`config.mk`:
```
export PLATFORM = sky130hd
export DESIGN_NAME = gregorian_date_day_offset_flat
export DESIGN_NICKNAME = d
export VERILOG_FILES = /design/src/rtl/core/gdo_pkg.sv /design/src/rtl/core/gdo_req_if.sv /design/src/rtl/core/gdo_rsp_if.sv /design/src/rtl/core/gregorian_date_day_offset.sv /design/src/flat_wrapper.sv
export SDC_FILE = /design/constraint.sdc
export NUM_CORES = 1
export LEC_CHECK = 0
export BUFFER_PORTS_ARGS = -buffer_cell sky130_fd_sc_hd__buf_2
export CORE_MARGIN = 3
export CORE_UTILIZATION = 48
export DETAILED_ROUTE_END_ITERATION = 10
export GPL_ROUTABILITY_DRIVEN = 0
export PLACE_DENSITY_LB_ADDON = 0.08
export SLEW_MARGIN = 20
export SYNTH_ARGS = -nofsm -noshare
export SYNTH_HDL_FRONTEND = slang
export SYNTH_SLANG_ARGS = --single-unit
```
`constraint.sdc`:
```
create_clock -name clk -period 4.6 [get_ports clk]
set_input_delay 0.46 -clock clk [delete_from_list [all_inputs] [get_ports clk]]
set_output_delay 0.46 -clock clk [all_outputs]
set_load 0.05 [all_outputs]
```
`src/rtl/core/gdo_pkg.sv`:
```
// Shared widths, constants and calendar helpers for the date offset block.
package gdo_pkg;

    localparam int YEAR_W   = 14;
    localparam int MONTH_W  = 4;
    localparam int DAY_W    = 5;
    localparam int OFFSET_W = 17;

    // Walk year must hold a start year of up to 14 bits plus a few centuries,
    // and any year limit up to 65535 plus the same margin.
    localparam int WALK_YEAR_W = 17;
    localparam int MOD400_W    = 9;

    localparam int LEAP_CYCLE = 400;
    localparam int CENTURY    = 100;

    localparam logic [WALK_YEAR_W-1:0] DEFAULT_YEAR  = WALK_YEAR_W'(1900);
    localparam logic [MOD400_W-1:0]    DEFAULT_MOD   = MOD400_W'(1900 % LEAP_CYCLE);
    localparam logic [MONTH_W-1:0]     MONTH_JAN     = MONTH_W'(1);
    localparam logic [MONTH_W-1:0]     MONTH_DEC     = MONTH_W'(12);
    localparam logic [DAY_W-1:0]       DAY_LAST_DEC  = DAY_W'(31);

    // Leap rule from the low year bits and the year modulo 400.
    function automatic logic is_leap(input logic [1:0] year_lo,
                                     input logic [MOD400_W-1:0] mod400);
        logic century;
        century = (mod400 == MOD400_W'(0)) || (mod400 == MOD400_W'(CENTURY))
               || (mod400 == MOD400_W'(2 * CENTURY)) || (mod400 == MOD400_W'(3 * CENTURY));
        return ((year_lo == 2'd0) && !century) || (mod400 == MOD400_W'(0));
    endfunction

    // Month length; zero for codes that name no month.
    function automatic logic [DAY_W-1:0] month_days(input logic [MONTH_W-1:0] month,
                                                    input logic leap);
        logic [DAY_W-1:0] len;
        case (month)
            4'd1, 4'd3, 4'd5, 4'd7, 4'd8, 4'd10, 4'd12: len = DAY_W'(31);
            4'd4, 4'd6, 4'd9, 4'd11:                    len = DAY_W'(30);
            4'd2:                                       len = leap ? DAY_W'(29) : DAY_W'(28);
            default:                                    len = DAY_W'(0);
        endcase
        return len;
    endfunction

endpackage

```
`src/rtl/core/gdo_req_if.sv`:
```
// Request channel: start date and signed day offset.
interface gdo_req_if
    import gdo_pkg::*;
();
    logic                       valid;
    logic                       ready;
    logic [YEAR_W-1:0]          start_year;
    logic [MONTH_W-1:0]         start_month;
    logic [DAY_W-1:0]           start_day;
    logic signed [OFFSET_W-1:0] day_offset;

    modport source (output valid, start_year, start_month, start_day, day_offset,
                    input ready);
    modport sink   (input valid, start_year, start_month, start_day, day_offset,
                    output ready);
endinterface

```
`src/rtl/core/gdo_rsp_if.sv`:
```
// Response channel: shifted date and status flags.
interface gdo_rsp_if
    import gdo_pkg::*;
();
    logic               valid;
    logic               ready;
    logic [YEAR_W-1:0]  result_year;
    logic [MONTH_W-1:0] result_month;
    logic [DAY_W-1:0]   result_day;
    logic               start_invalid;
    logic               range_error;

    modport source (output valid, result_year, result_month, result_day, start_invalid,
                    range_error, input ready);
    modport sink   (input valid, result_year, result_month, result_day, start_invalid,
                    range_error, output ready);
endinterface

```
`src/rtl/core/gregorian_date_day_offset.sv`:
```
// Gregorian date shifter: walks a signed day offset month by month.
//
//   channel   | role   | carries
//   ----------+--------+--------------------------------------------------
//   date_req  | sink   | start_year, start_month, start_day, day_offset
//   date_rsp  | source | result_year, result_month, result_day, flags
//
// Each item is accepted, then its year is reduced modulo 400 by repeated
// subtraction, then the offset is walked one month per step, then the result is passed on.
// The month walk through the shared add/compare unit dominates the run time.
// date_req.ready is high only while no item is in work.
// The result register holds a finished date while date_rsp stalls.
// Reset (rst_n, async, active low) clears the sequencer and result valid.
module gregorian_date_day_offset
    import gdo_pkg::*;
#(
    parameter int unsigned MAX_YEAR = 9999
) (
    input  logic     clk,
    input  logic     rst_n,
    gdo_req_if.sink   date_req,
    gdo_rsp_if.source date_rsp
);

    localparam logic [1:0] ST_IDLE = 2'd0;
    localparam logic [1:0] ST_MOD  = 2'd1;
    localparam logic [1:0] ST_WALK = 2'd2;
    localparam logic [1:0] ST_DONE = 2'd3;

    localparam logic [WALK_YEAR_W-1:0] YEAR_LIMIT = WALK_YEAR_W'(MAX_YEAR);
    localparam logic [MOD400_W-1:0]    MOD_LAST   = MOD400_W'(LEAP_CYCLE - 1);

    logic [1:0]               state_reg, state_next;
    logic [WALK_YEAR_W-1:0]   year_reg, year_next;
    logic [YEAR_W-1:0]        work_reg, work_next;
    logic [MOD400_W-1:0]      mod_reg, mod_next;
    logic [MONTH_W-1:0]       month_reg, month_next;
    logic [DAY_W-1:0]         d0_reg, d0_next;
    logic [OFFSET_W-1:0]      rem_reg, rem_next;
    logic                     back_reg, back_next;
    logic                     bad_reg, bad_next;
    logic                     rng_reg, rng_next;
    logic [YEAR_W-1:0]        res_year_reg, res_year_next;
    logic [MONTH_W-1:0]       res_month_reg, res_month_next;
    logic [DAY_W-1:0]         res_day_reg, res_day_next;

    logic                     out_valid_reg, out_valid_next;
    logic [YEAR_W-1:0]        out_year_reg;
    logic [MONTH_W-1:0]       out_month_reg;
    logic [DAY_W-1:0]         out_day_reg;
    logic                     out_bad_reg, out_rng_reg;

    logic [OFFSET_W-1:0]      off_bits;
    logic                     start_leap;
    logic [DAY_W-1:0]         start_len;
    logic                     start_bad;
    logic                     cur_leap;
    logic [DAY_W-1:0]         cur_len;
    logic [OFFSET_W:0]        fwd_sum;
    logic                     fwd_fits, back_fits;
    logic [WALK_YEAR_W-1:0]   prev_year;
    logic [MOD400_W-1:0]      prev_mod;
    logic [MONTH_W-1:0]       prev_month;
    logic [DAY_W-1:0]         prev_len;
    logic                     load_out;

    assign off_bits  = date_req.day_offset;
    assign date_req.ready = (state_reg == ST_IDLE);

    // Start date check, valid once work_reg holds the year modulo 400.
    assign start_leap = is_leap(year_reg[1:0], work_reg[MOD400_W-1:0]);
    assign start_len  = month_days(month_reg, start_leap);
    assign start_bad  = (year_reg == '0) || (start_len == '0) || (d0_reg == '0)
                     || (d0_reg > start_len);

    // Shared walk unit.
    assign cur_leap  = is_leap(year_reg[1:0], mod_reg);
    assign cur_len   = month_days(month_reg, cur_leap);
    assign fwd_sum   = {1'b0, rem_reg} + (OFFSET_W + 1)'(d0_reg);
    assign fwd_fits  = fwd_sum < (OFFSET_W + 1)'(cur_len);
    assign back_fits = rem_reg <= OFFSET_W'(d0_reg);

    always_comb
    begin
        if (month_reg == MONTH_JAN)
        begin
            prev_month = MONTH_DEC;
            prev_year  = year_reg - WALK_YEAR_W'(1);
            prev_mod   = (mod_reg == '0) ? MOD_LAST : mod_reg - MOD400_W'(1);
        end
        else
        begin
            prev_month = month_reg - MONTH_W'(1);
            prev_year  = year_reg;
            prev_mod   = mod_reg;
        end
        prev_len = month_days(prev_month, is_leap(prev_year[1:0], prev_mod));
    end

    assign load_out = (state_reg == ST_DONE) && (!out_valid_reg || date_rsp.ready);

    always_comb
    begin
        state_next     = state_reg;
        year_next      = year_reg;
        work_next      = work_reg;
        mod_next       = mod_reg;
        month_next     = month_reg;
        d0_next        = d0_reg;
        rem_next       = rem_reg;
        back_next      = back_reg;
        bad_next       = bad_reg;
        rng_next       = rng_reg;
        res_year_next  = res_year_reg;
        res_month_next = res_month_reg;
        res_day_next   = res_day_reg;

        unique case (state_reg)
            ST_IDLE:
            begin
                if (date_req.valid)
                begin
                    year_next  = WALK_YEAR_W'(date_req.start_year);
                    work_next  = date_req.start_year;
                    month_next = date_req.start_month;
                    d0_next    = date_req.start_day;
                    back_next  = off_bits[OFFSET_W-1];
                    rem_next   = off_bits[OFFSET_W-1] ? (~off_bits + OFFSET_W'(1)) : off_bits;
                    bad_next   = 1'b0;
                    rng_next   = 1'b0;
                    state_next = ST_MOD;
                end
            end
            ST_MOD:
            begin
                if (work_reg >= YEAR_W'(LEAP_CYCLE))
                begin
                    work_next = work_reg - YEAR_W'(LEAP_CYCLE);
                end
                else if (start_bad)
                begin
                    // Replace with the default date and keep the offset.
                    year_next  = DEFAULT_YEAR;
                    mod_next   = DEFAULT_MOD;
                    month_next = MONTH_JAN;
                    d0_next    = '0;
                    bad_next   = 1'b1;
                    state_next = ST_WALK;
                end
                else
                begin
                    mod_next   = work_reg[MOD400_W-1:0];
                    d0_next    = d0_reg - DAY_W'(1);
                    state_next = ST_WALK;
                end
            end
            ST_WALK:
            begin
                if (year_reg == '0)
                begin
                    res_year_next  = YEAR_W'(1);
                    res_month_next = MONTH_JAN;
                    res_day_next   = DAY_W'(1);
                    rng_next       = 1'b1;
                    state_next     = ST_DONE;
                end
                else if ((!back_reg && fwd_fits) || (back_reg && back_fits)
                         || (!back_reg && year_reg > YEAR_LIMIT))
                begin
                    if (year_reg > YEAR_LIMIT)
                    begin
                        res_year_next  = YEAR_W'(MAX_YEAR);
                        res_month_next = MONTH_DEC;
                        res_day_next   = DAY_LAST_DEC;
                        rng_next       = 1'b1;
                    end
                    else
                    begin
                        res_year_next  = year_reg[YEAR_W-1:0];
                        res_month_next = month_reg;
                        res_day_next   = back_reg
                                       ? d0_reg - rem_reg[DAY_W-1:0] + DAY_W'(1)
                                       : fwd_sum[DAY_W-1:0] + DAY_W'(1);
                    end
                    state_next = ST_DONE;
                end
                else if (!back_reg)
                begin
                    // Advance to the first day of the next month.
                    rem_next = rem_reg - OFFSET_W'(cur_len - d0_reg);
                    d0_next  = '0;
                    if (month_reg == MONTH_DEC)
                    begin
                        month_next = MONTH_JAN;
                        year_next  = year_reg + WALK_YEAR_W'(1);
                        mod_next   = (mod_reg == MOD_LAST) ? '0 : mod_reg + MOD400_W'(1);
                    end
                    else
                    begin
                        month_next = month_reg + MONTH_W'(1);
                    end
                end
                else
                begin
                    // Step back to the last day of the previous month.
                    rem_next   = rem_reg - OFFSET_W'(d0_reg) - OFFSET_W'(1);
                    month_next = prev_month;
                    year_next  = prev_year;
                    mod_next   = prev_mod;
                    d0_next    = prev_len - DAY_W'(1);
                end
            end
            ST_DONE:
            begin
                if (load_out)
                begin
                    state_next = ST_IDLE;
                end
            end
            default:
            begin
                state_next = ST_IDLE;
            end
        endcase
    end

    assign out_valid_next = (out_valid_reg && !date_rsp.ready) || load_out;

    always_ff @(posedge clk or negedge rst_n)
    begin
        if (!rst_n)
        begin
            state_reg     <= ST_IDLE;
            out_valid_reg <= 1'b0;
        end
        else
        begin
            state_reg     <= state_next;
            out_valid_reg <= out_valid_next;
        end
    end

    always_ff @(posedge clk)
    begin
        year_reg      <= year_next;
        work_reg      <= work_next;
        mod_reg       <= mod_next;
        month_reg     <= month_next;
        d0_reg        <= d0_next;
        rem_reg       <= rem_next;
        back_reg      <= back_next;
        bad_reg       <= bad_next;
        rng_reg       <= rng_next;
        res_year_reg  <= res_year_next;
        res_month_reg <= res_month_next;
        res_day_reg   <= res_day_next;
        if (load_out)
        begin
            out_year_reg  <= res_year_reg;
            out_month_reg <= res_month_reg;
            out_day_reg   <= res_day_reg;
            out_bad_reg   <= bad_reg;
            out_rng_reg   <= rng_reg;
        end
    end

    assign date_rsp.valid         = out_valid_reg;
    assign date_rsp.result_year   = out_year_reg;
    assign date_rsp.result_month  = out_month_reg;
    assign date_rsp.result_day    = out_day_reg;
    assign date_rsp.start_invalid = out_bad_reg;
    assign date_rsp.range_error   = out_rng_reg;

    a_accept_starts: assert property (@(posedge clk) disable iff (!rst_n)
        date_req.valid && date_req.ready |=> state_reg == ST_MOD)
        else $error("accepted transfer did not start the year reduction");

    a_mod_range: assert property (@(posedge clk) disable iff (!rst_n)
        state_reg == ST_WALK |-> mod_reg < MOD400_W'(LEAP_CYCLE))
        else $error("year modulo 400 out of range during walk");

    a_day_in_month: assert property (@(posedge clk) disable iff (!rst_n)
        state_reg == ST_WALK && year_reg != '0 |-> d0_reg < cur_len)
        else $error("day index outside current month during walk");

    a_rsp_date_sane: assert property (@(posedge clk) disable iff (!rst_n)
        date_rsp.valid |-> date_rsp.result_month >= MONTH_JAN
            && date_rsp.result_month <= MONTH_DEC && date_rsp.result_day != '0)
        else $error("response carries an impossible month or day");

endmodule
```
`src/flat_wrapper.sv`:
```
// flat-port wrapper written by rule: the top's interface ports become plain ports
module gregorian_date_day_offset_flat import gdo_pkg::*;
#(
    parameter int unsigned MAX_YEAR = 9999
)
  (clk, rst_n, date_req_valid, date_req_start_year, date_req_start_month, date_req_start_day, date_req_day_offset, date_req_ready, date_rsp_valid, date_rsp_result_year, date_rsp_result_month, date_rsp_result_day, date_rsp_start_invalid, date_rsp_range_error, date_rsp_ready);
  gdo_req_if date_req_i ();
  gdo_rsp_if date_rsp_i ();
  input  logic clk;
  input  logic rst_n;
  input wire logic [$bits(date_req_i.valid)-1:0] date_req_valid;
  input wire logic [$bits(date_req_i.start_year)-1:0] date_req_start_year;
  input wire logic [$bits(date_req_i.start_month)-1:0] date_req_start_month;
  input wire logic [$bits(date_req_i.start_day)-1:0] date_req_start_day;
  input wire logic [$bits(date_req_i.day_offset)-1:0] date_req_day_offset;
  output wire logic [$bits(date_req_i.ready)-1:0] date_req_ready;
  output wire logic [$bits(date_rsp_i.valid)-1:0] date_rsp_valid;
  output wire logic [$bits(date_rsp_i.result_year)-1:0] date_rsp_result_year;
  output wire logic [$bits(date_rsp_i.result_month)-1:0] date_rsp_result_month;
  output wire logic [$bits(date_rsp_i.result_day)-1:0] date_rsp_result_day;
  output wire logic [$bits(date_rsp_i.start_invalid)-1:0] date_rsp_start_invalid;
  output wire logic [$bits(date_rsp_i.range_error)-1:0] date_rsp_range_error;
  input wire logic [$bits(date_rsp_i.ready)-1:0] date_rsp_ready;
  assign date_req_i.valid = date_req_valid;
  assign date_req_i.start_year = date_req_start_year;
  assign date_req_i.start_month = date_req_start_month;
  assign date_req_i.start_day = date_req_start_day;
  assign date_req_i.day_offset = date_req_day_offset;
  assign date_req_ready = date_req_i.ready;
  assign date_rsp_valid = date_rsp_i.valid;
  assign date_rsp_result_year = date_rsp_i.result_year;
  assign date_rsp_result_month = date_rsp_i.result_month;
  assign date_rsp_result_day = date_rsp_i.result_day;
  assign date_rsp_start_invalid = date_rsp_i.start_invalid;
  assign date_rsp_range_error = date_rsp_i.range_error;
  assign date_rsp_i.ready = date_rsp_ready;
  gregorian_date_day_offset #(.MAX_YEAR(MAX_YEAR)) u_core (.clk(clk), .rst_n(rst_n), .date_req(date_req_i), .date_rsp(date_rsp_i));
endmodule
```
==> flow_metrics.tcl <==
set metrics [dict create \
    grt_pass1_wl_mm 43.44 \
    grt_remaining_overflow 0 \
    r2r_cells 18 \
    drt_iter0_markers 766 \
    ys_types 87 \
    fin_ws_ps 281.4 \
    cts_made_buffers 17 \
    slew_headroom_pct 40.52 \
    timing.rr.start "u_core.month_reg[0]$_DFFE_PP_" \
    setup_viol 0 \
    endpoint_kind "flop" \
    hold_viol 0 \
    final_area_sq_um 11290 \
    synth_area_sq_um 9859 \
    worstPathArrival_ps 4470 \
    cts_buffer_depth 2 \
    drive_gt1_share_pct 16.47 \
    io_buffers 70 \
    synthArstFlopShare_pct 2.500 \
    pre_cts_slack_ps 99.26 \
    ant_nets 0 \
    setup.worst_path.class "flop to flop" \
    clock.fmax_ghz 0.2316 \
    finalClockSkew_ps 10.79 \
    place_hpwl_mm 20.28 \
    die_w_microns 149.3 \
    post-route-drc-count 0 \
    synth.avg_cell_area_sq_um 9.062 \
    vias 8557 \
    status "finished, final reports clean" \
    tightest_slew_ps 890.4 \
    synthCells 1088 \
    die-area_sq_um 22300 \
    ioPinCount 71 \
    layout_min_cycle_time_ps 4319 \
    hp-start "date_rsp_ready" \
    cts_root_buffer "clkbuf_16" \
    antenna_found_initial 0 \
    placed_area_sq_um 10560 \
    slew_viol_final 0 \
    cts_tree "done" \
    drtPass1Iterations 5 \
    grt_pass1_vias 7883 \
    fin_util_pct 56.91 \
    ys_seq_elements 120 \
    cp-start-kind "flop" \
    core-area_sq_um 19850 \
    htree_levels 4 \
    avgRoutedWirePerCell_microns 19.11 \
    final_nets 1278 \
    insertion_delay_ps 420 \
    num_antenna_cells 0 \
    grt_max_degree 45 \
    syn2layout_area_growth_pct 14.54 \
    viasPerCell 5.955 \
    post-route-period-util_pct 93.88 \
    synthFlopType "edfxtp_1" \
    startpoint "u_core.month_reg[0]$_DFFE_PP_" \
    hold_path_class "input pin to flop" \
    required_ps 4760 \
    track_usage_pct 24.67 \
    synth_edf_count 117 \
    yosys_warnings 0 \
    clk_pin_slew_worst_paths_ps 60 \
    yosysSeqAreaShare_pct 36.40 \
    cts.sinks 120 \
    drt_wl_total_mm 27.45 \
    start_util_pct 49.68 \
    worstPathMaxFanout 5 \
    rows 51 \
    whs_path_depth 4 \
    fp.dieH_microns 149.3 \
    maxCapViolCount 0 \
    synth_fp_nets 1207 \
]
placed cells by master, fill, tap and decap left out, types with 5 or more instances in the layout:
cell       synthesis  final
o221ai_1           6      6
and2_1            16     16
nand4_1           11     11
o21a_1             9      9
o31ai_1            8      8
ha_1              69     66
o22ai_1           21     21
o211ai_1          16     16
nand2_1           81     81
nand3_1           34     34
edfxtp_1         117    117
o21ai_0           53     51
and3_1            10     10
or3_1              9      9
nor2b_1           17     17
nor2_1            93     92
fa_1               6      6
a21o_1            14     13
a21oi_1           94     89
a21oi_2            0      5
nand2b_1          18     18
or2_2              6      6
mux2i_1            8      8
inv_6              0      6
inv_1             57     57
a31oi_1           13     12
xor2_1            37     37
xnor2_1           59     59
clkbuf_16          0     17
buf_4              4     42
nor4_1            13     10
nor3_1            33     31
buf_2             11     70
a211oi_1           8      7
critical path: stages, from the launching register on:
cell and delay, ps:
edfxtp_1 340, inv_1 90, ha_1 280, a211oi_1 250, a21o_1 130, o221a_2 220
ha_1 150, inv_1 60, fa_1 480, inv_1 70, fa_1 420, a211oi_2 300
o21ai_1 150, a31oi_2 260, o211ai_1 180, a31o_2 290, a21oi_2 150, xnor2_1 130
o21ai_0 80
worst paths after layout:
check,end,slack (ps)
min in group asynchronous,u_core.state_reg[1]$_DFFE_PN0P_,360
worst max-delay path,u_core.rem_reg[16]$_DFFE_PP_,280
worst min-delay path,u_core.date_rsp.valid$_DFF_PN0_,320
worst min register to register,u_core.date_rsp.result_year[2]$_DFFE_PP_,420
max in group asynchronous,u_core.date_rsp.valid$_DFF_PN0_,4130
worst max register to register,u_core.rem_reg[16]$_DFFE_PP_,280
area by class of cell:
type,instances,area (sq um)
Fill cell,1813,8552
Multi-Input combinational cell,848,5866
Sequential cell,120,3588
Timing Repair Buffer,114,686.9
Clock buffer,17,425.4
Tap cell,265,331.6
Inverter,58,217.7
Clock inverter,15,177.7
cells in the mapped netlist (8+ instances only):
master | instances | area (sq um)
a211oi_1 | 8 | 60.06
a21o_1 | 14 | 105.1
a21oi_1 | 94 | 470.5
a31oi_1 | 13 | 81.33
and2_1 | 16 | 100.1
and3_1 | 10 | 62.56
buf_2 | 11 | 55.05
clkbuf_1 | 39 | 146.4
edfxtp_1 | 117 | 3513
ha_1 | 69 | 863.3
inv_1 | 57 | 214.0
mux2i_1 | 8 | 80.08
nand2_1 | 81 | 304.0
nand2b_1 | 18 | 112.6
nand3_1 | 34 | 170.2
nand4_1 | 11 | 68.82
nor2_1 | 93 | 349.1
nor2b_1 | 17 | 106.4
nor3_1 | 33 | 165.2
nor4_1 | 13 | 81.33
o211ai_1 | 16 | 120.1
o21a_1 | 9 | 67.56
o21ai_0 | 53 | 265.3
o22ai_1 | 21 | 131.4
o31ai_1 | 8 | 60.06
or3_1 | 9 | 56.30
xnor2_1 | 59 | 516.8
xor2_1 | 37 | 324.1
what timing repair did:
action                                  CTS  global route
endpoints found under the setup margin    0            34
gates resized for setup                   0            19
endpoints found under the hold margin     3             0
buffers inserted                          0             4
hold buffers                              1             0
per-layer routing:
| metal | part of all wire, % | track usage [%] | wire, microns | vias to the layer above |
|---|---|---|---|---|
| li1 | - | - | - | 4133 |
| met1 | 49 | 38.20 | 13320 | 4065 |
| met2 | 43 | 36.21 | 11850 | 324 |
| met3 | 6.5 | 3.008 | 1793 | 35 |
| met4 | 1.8 | 6.957 | 486 | 0 |
| met5 | 0 | 0 | 0 | - |
logic make-up (layout without fill, tap and decap cells):
| kind of cell | count (synthesis) | count (layout) | synth area share [%] |
|---|---|---|---|
| buffers and inverters | 120 | 204 | 5.101 |
| AO/OA/AOI/OAI | 298 | 298 | 19.43 |
| adder cells (fa/ha/maj) | 75 | 75 | 9.975 |
| AND/OR/NAND/NOR | 369 | 369 | 19.42 |
| XOR/XNOR | 96 | 96 | 8.528 |
| flip-flops | 120 | 120 | 36.40 |
| multiplexers | 10 | 10 | 1.155 |
stage by stage:
step / TNS [ps] / hold slack [ps] / cells
after global routing: -21.89 / 355.7 / 1437
after detailed placement: 0 / 259.3 / 1400
after CTS: 0 / 314.1 / 1433
final: 0 / 320.3 / 1437
after floorplan: 0 / 164.4 / 1088
after global placement: 0 / 257.7 / 1400
Power is left out: the tool's default activity adds up to more than one toggle a clock period on the data nets, which glitch-free logic cannot reach.
